**src/rtl/twps_pkg.sv**
```systemverilog
package twps_pkg;

  localparam int SLOT_W   = 6;
  localparam int CREDIT_W = 7;
  localparam int PRIO_W   = 6;
  localparam int RS_W     = 2;
  localparam int WORD_W   = 32;
  localparam int MASK_W   = 64;

  localparam logic [CREDIT_W-1:0] CREDIT_MAX = 7'd127;

  localparam logic [RS_W-1:0] RS_RUN   = 2'd0;
  localparam logic [RS_W-1:0] RS_SLEEP = 2'd1;

  localparam logic KIND_LOAD  = 1'b0;
  localparam logic KIND_SCHED = 1'b1;

  typedef struct packed {
    logic load;
    logic start;
    logic restart;
    logic issue;
    logic refill_mode;
    logic publish;
  } dp_cmd_t;

  typedef struct packed {
    logic sweep_last;
    logic eval_busy;
    logic need_refill;
  } dp_sts_t;

endpackage

```
**src/rtl/twps_ctrl.sv**
```systemverilog
module twps_ctrl (
  input  logic              clk,
  input  logic              rst_n,
  input  logic              in_valid,
  output logic              in_stall,
  input  logic              in_kind,
  output logic              out_valid,
  input  logic              out_stall,
  output twps_pkg::dp_cmd_t cmd,
  input  twps_pkg::dp_sts_t sts
);

  typedef enum logic [1:0] {
    S_IDLE,
    S_SCAN,
    S_REFILL,
    S_PUBLISH
  } state_t;

  state_t state_r;
  state_t state_nxt;
  logic   issued_r;
  logic   issued_nxt;
  logic   out_valid_r;
  logic   out_valid_nxt;
  logic   accept;
  logic   out_free;

  assign accept   = in_valid && (state_r == S_IDLE);
  assign out_free = !out_valid_r || !out_stall;

  always_comb begin
    state_nxt     = state_r;
    issued_nxt    = issued_r;
    out_valid_nxt = out_valid_r && out_stall;
    cmd           = '0;
    case (state_r)
      S_IDLE: begin
        if (accept) begin
          if (in_kind == twps_pkg::KIND_SCHED) begin
            cmd.start  = 1'b1;
            issued_nxt = 1'b0;
            state_nxt  = S_SCAN;
          end else begin
            cmd.load = 1'b1;
          end
        end
      end
      S_SCAN: begin
        cmd.issue = !issued_r;
        if (cmd.issue && sts.sweep_last) begin
          issued_nxt = 1'b1;
        end
        if (issued_r && !sts.eval_busy) begin
          if (sts.need_refill) begin
            cmd.restart = 1'b1;
            issued_nxt  = 1'b0;
            state_nxt   = S_REFILL;
          end else begin
            state_nxt = S_PUBLISH;
          end
        end
      end
      S_REFILL: begin
        cmd.refill_mode = 1'b1;
        cmd.issue       = !issued_r;
        if (cmd.issue && sts.sweep_last) begin
          issued_nxt = 1'b1;
        end
        if (issued_r && !sts.eval_busy) begin
          state_nxt = S_PUBLISH;
        end
      end
      S_PUBLISH: begin
        if (out_free) begin
          cmd.publish   = 1'b1;
          out_valid_nxt = 1'b1;
          state_nxt     = S_IDLE;
        end
      end
      default: begin
        state_nxt = S_IDLE;
      end
    endcase
  end

  always_ff @(posedge clk) begin
    if (!rst_n) begin
      state_r     <= S_IDLE;
      issued_r    <= 1'b0;
      out_valid_r <= 1'b0;
    end else begin
      state_r     <= state_nxt;
      issued_r    <= issued_nxt;
      out_valid_r <= out_valid_nxt;
    end
  end

  assign in_stall  = state_r != S_IDLE;
  assign out_valid = out_valid_r;

endmodule

```
**config.mk**
```make
export PLATFORM = sky130hd
export DESIGN_NAME = twps_ctrl
export DESIGN_NICKNAME = d
export VERILOG_FILES = /design/src/rtl/twps_pkg.sv /design/src/rtl/twps_ctrl.sv
export SDC_FILE = /design/constraint.sdc
export NUM_CORES = 1
export LEC_CHECK = 0
export BUFFER_PORTS_ARGS = -buffer_cell sky130_fd_sc_hd__buf_4
export CORE_AREA = 2 2 39 41
export DETAILED_ROUTE_END_ITERATION = 8
export DIE_AREA = 0 0 41 43
export GPL_TIMING_DRIVEN = 0
export SLEW_MARGIN = 20
export SYNTH_ARGS = -nofsm -noshare
export SYNTH_HDL_FRONTEND = slang
export SYNTH_SLANG_ARGS = --single-unit
```
**constraint.sdc**
```tcl
create_clock -name clk -period 1.4 [get_ports clk]
set_clock_uncertainty 0.05 [all_clocks]
set_input_delay 0.07 -clock clk [delete_from_list [all_inputs] [get_ports clk]]
set_output_delay 0.07 -clock clk [all_outputs]
set_load 0.01 [all_outputs]
```
Word level (Yosys, flattened, before mapping) --
Index checks and enable logic that the tools add are counted.
Storage, ports and cells: register bits 4, input port bits 8, logic and storage cells 52
Cells by class: mux-type cells 26, eq/ne operators 8, reductions and logical operators 15
Operators with widths (number):
- 1-bit 2-to-1 mux | 17
- 2-bit 2-to-1 mux | 7
- 2-bit inequality test, second input constant | 5
- 2-bit one-hot mux with 4 select lines | 1
- 5-bit AND reduction | 1
- 2-bit == test, second input constant | 2
- 1-bit logical AND | 4
- 1-bit logical NOT | 4
- 1-bit one-hot mux with 3 select lines | 1
- 3-bit AND reduction | 1
- 3-bit nonzero test | 1
- 2-bit by 1-bit == test with 1-bit output, second input constant | 1
- 2-bit logical NOT | 1
- 2-bit nonzero test | 1
- 2-bit OR reduction | 1
- 1-bit logical OR | 1

Logic depth before layout (Yosys ltp) --
depth in word-level cells 6, mapped depth 6

Worst setup path before layout --
OpenSTA, ideal clock, no wires.
path type reg-to-reg, start point register state_r[0], end point register state_r[0], cell stages (with the launch flop) 7, arrival 1358 ps, setup time 132 ps, path slack -140 ps, buffers on the path 0, cells stage by stage dfxtp_1 -> inv_1 -> ha_1 -> nor2_1 -> o211ai_4 -> a2111oi_2 -> a211oi_2
Between the ends: word-level cells in the longest chain between the ends 4, elaborated cells between the ends (all ways) 12, those cells by class eq/ne (8); mux (1); reduce/logical (3)
RTL lines:
- start: declaration | line twps_ctrl.sv:20 | state_t state_r;
- start signal: assignment | line twps_ctrl.sv:93 | state_r <= state_nxt;
- 2-bit logical NOT | line twps_ctrl.sv:29, twps_ctrl.sv:37
- 1-bit logical AND | line twps_ctrl.sv:29 | assign accept = in_valid && (state_r == S_IDLE);
- 2-bit inequality test (no line)
- 5-bit AND reduction (no line)
Several ways; a longest one is shown, not always the timed one. A chain may end at the register's enable or synchronous reset.

Worst setup path in the final report --
Ends and elaborated chain as after synthesis.

==> reports/metrics.cfg <==
[run_status]
status=finished clean

[detailed_routing]
detail_route.first_pass.iterations=2
drt_iter0_drc=7
antenna_left=0
finalWirelength_um=911
post_drt_via_cell_ratio=4.70
routedLengthMet1_um=359
top_signal_layer_used=met3
met3_wirelength_um=87
routed_wire_per_std_cell_um=11.5
detail_route.drc_violations=0
route.met2.wl_um=463
dr_total_vias=371

[synth]
synthesis.nets=51
post_synth.cell_area_avg_sq_um=9.09
synth_top_area_share_pct=23.2
number_of_enable_type_register_cells_in_the_synthesized_netlist=0
synth.lib_cells_used.distinct=21
synthCells=38
ys.warnings.count=0
ys_dominant_reg_cell=sky130_fd_sc_hd__dfxtp_1
biggest_area_contributors_in_the_synthesized_netlist=sky130_fd_sc_hd__dfxtp_1, sky130_fd_sc_hd__ha_1, sky130_fd_sc_hd__inv_1
synth_top_cell_by_area=sky130_fd_sc_hd__dfxtp_1
ys_async_sr_fraction_pct=0
yosysSeqAreaShare_pct=23.2
synth_seq_cells=4
synthesis.area_sq_um=345

[cells_and_area]
final_layout_size_suffix_gt1_share_pct=65.1
most_frequent_cells_in_the_layout=sky130_fd_sc_hd__buf_4, sky130_fd_sc_hd__inv_1, sky130_fd_sc_hd__ha_4, sky130_fd_sc_hd__clkbuf_4
nets=78
antenna_cells_inserted=0
fin_cells=79
final_cell_area_sq_um=647
area_growth_syn_to_layout_pct=87.3
final_common_cell=sky130_fd_sc_hd__buf_4

[clocking]
clockRootBuffer=sky130_fd_sc_hd__clkbuf_4
worst_setup_hold_path_clk_slew_ps=40
htree_levels=1
clock_sinks=4
ctsLongestPathBuffers=2
cts-hold-fix-buffers=0
numCtsBuffers=3
clk_latency_ps=240
cts_tree=built

[pwr]
power.density_cell_area_nw_per_um2=1810
p_leak_nw=0.287
peak_supply_drop_mv=0.543
total_power_w=0.00117

[setup_path]
setup.worst_path.class=flip-flop to flip-flop
worst_r2r_path_depth=6
r2r-end=state_r[0]
critPathRequiredTime_ps=1500
setup.worst_path.end_class=flip-flop
worstPathArrival_ps=1470
critical_path.reg2reg.startpoint=state_r[0]
setup.reg_to_reg.worst_slack_ps=30
critical_path.max_fanout=5
startpoint_type=flip-flop

[global_routing]
initial_antenna_violation_count=0
globalRouteOverflowTotal=0
groute.usage.overall_pct=11.3
first_global_vias=332
grt_start_max_net_pins=6
grt_pass1_wl_um=1320

[sta]
fin_crit_ps=1370
layout_setup_ws_ps=32.1
tightest_hold_margin_ps=32.4
final_period_util_pct=97.7
rsz_0062_raised_after_global_routing=yes
timing.final.hold_violations=0
fmax_mhz=731
timing.final.setup_violations=0
max_slew_margin_pct=81.8
report.final.slew_viol_count=0
measured_slew_at_the_worst_slew_check_pin_ps=274

[floorplanning]
placementRows=14
die_height_um=43
die-area_sq_um=1760
start_util_pct=25.0
design.core.area_sq_um=1380
design.portCount=16
die_x_um=41

[placement]
gp_routability_congestion=0.716
placed_area_sq_um=500
port_buffers=15
instance_count_after_placement_with_tap_cells_included=69
detailedPlacementHpwl_um=606
dp_slack_ps=-107

[worst_hold_path]
worstHoldEndpoint=state_r[1]
min_delay_path_depth=3
timing.hold.worst.start=rst_n
holdCritPathClass=input port to flip-flop

[run]
max_capacitance_violation_count=0

[critical path, cell delays in order, from the launching register on]
cell and delay (ps):
sky130_fd_sc_hd__dfxtp_4 380, sky130_fd_sc_hd__inv_8 50, sky130_fd_sc_hd__ha_4 160, sky130_fd_sc_hd__a21bo_4 190, sky130_fd_sc_hd__o211ai_4 90, sky130_fd_sc_hd__o21bai_4 180, sky130_fd_sc_hd__a211oi_2 170
[cells in the mapped netlist (2+ instances only)]
library cell / number
sky130_fd_sc_hd__nand3_1: 2
sky130_fd_sc_hd__inv_1: 6
sky130_fd_sc_hd__ha_1: 5
sky130_fd_sc_hd__dfxtp_1: 4
sky130_fd_sc_hd__nand2_1: 2
sky130_fd_sc_hd__nor2_1: 3
sky130_fd_sc_hd__a21oi_1: 2
[layer usage]
metal | GRT usage [%] | vias to the layer above
met3 | 6.28 | 0
met1 | 12.5 | 167
met4 | 2.00 | 0
met2 | 18.4 | 17
met5 | 0 | -
li1 | - | 187
[cell families after synthesis]
| family | Yosys count | share of synthesized area (%) |
|---|---|---|
| flops | 4 | 23.2 |
| simple gates | 11 | 18.8 |
| buf+inv | 6 | 6.52 |
| compound gates | 12 | 33.3 |
| fa+ha+maj | 5 | 18.1 |
[sequential cells by signal (all words and copies together) (netlist names)]
| register | cells |
|---|---|
| out_valid | 1 |
| state_r | 2 |
| issued_r | 1 |
[worst max-delay path by stage]
| stage | to | cells after the start | startpoint |
|---|---|---|---|
| 3_3_place_gp | state_r[0] | 6 | state_r[1] |
| 4_1_cts | state_r[0] | 6 | state_r[0] |
| 2_1_floorplan | state_r[0] | 6 | state_r[1] |
| 6_report | state_r[0] | 6 | state_r[0] |
| 3_5_place_dp | state_r[0] | 6 | state_r[1] |
| 5_1_grt | issued_r | 5 | state_r[0] |
[stage by stage]
step / utilization (%) / setup TNS (ps)
2_1_floorplan: - / 0
3_3_place_gp: 36.2 / -90.1
3_5_place_dp: 36.2 / -107
4_1_cts: 41.2 / 0
5_1_grt: 46.7 / -74.4
6_report: 46.7 / 0
[cell type report]
cell class                      count  area (sq um)
Tap cell                           16          20.0
Multi-Input combinational cell     28           312
Timing Repair Buffer               22           173
Sequential cell                     4          87.6
Fill cell                         136           737
Inverter                            6          32.5
Clock buffer                        3          22.5
[power breakdown]
part / switching, W / internal, W / total [W]
Clock: 0.0000497 / 0.0000961 / 0.000146
Combinational: 0.000362 / 0.000461 / 0.000822
Sequential: 0.0000454 / 0.000157 / 0.000202
[repair_timing]
| item | 4_1_cts | 5_1_grt |
|---|---|---|
| resized for setup | 7 | 9 |
| pin swaps | 2 | 1 |
| setup endpoints to repair | 3 | 2 |
| setup buffers | 2 | 5 |
Power figures use the tool's default switching activity.
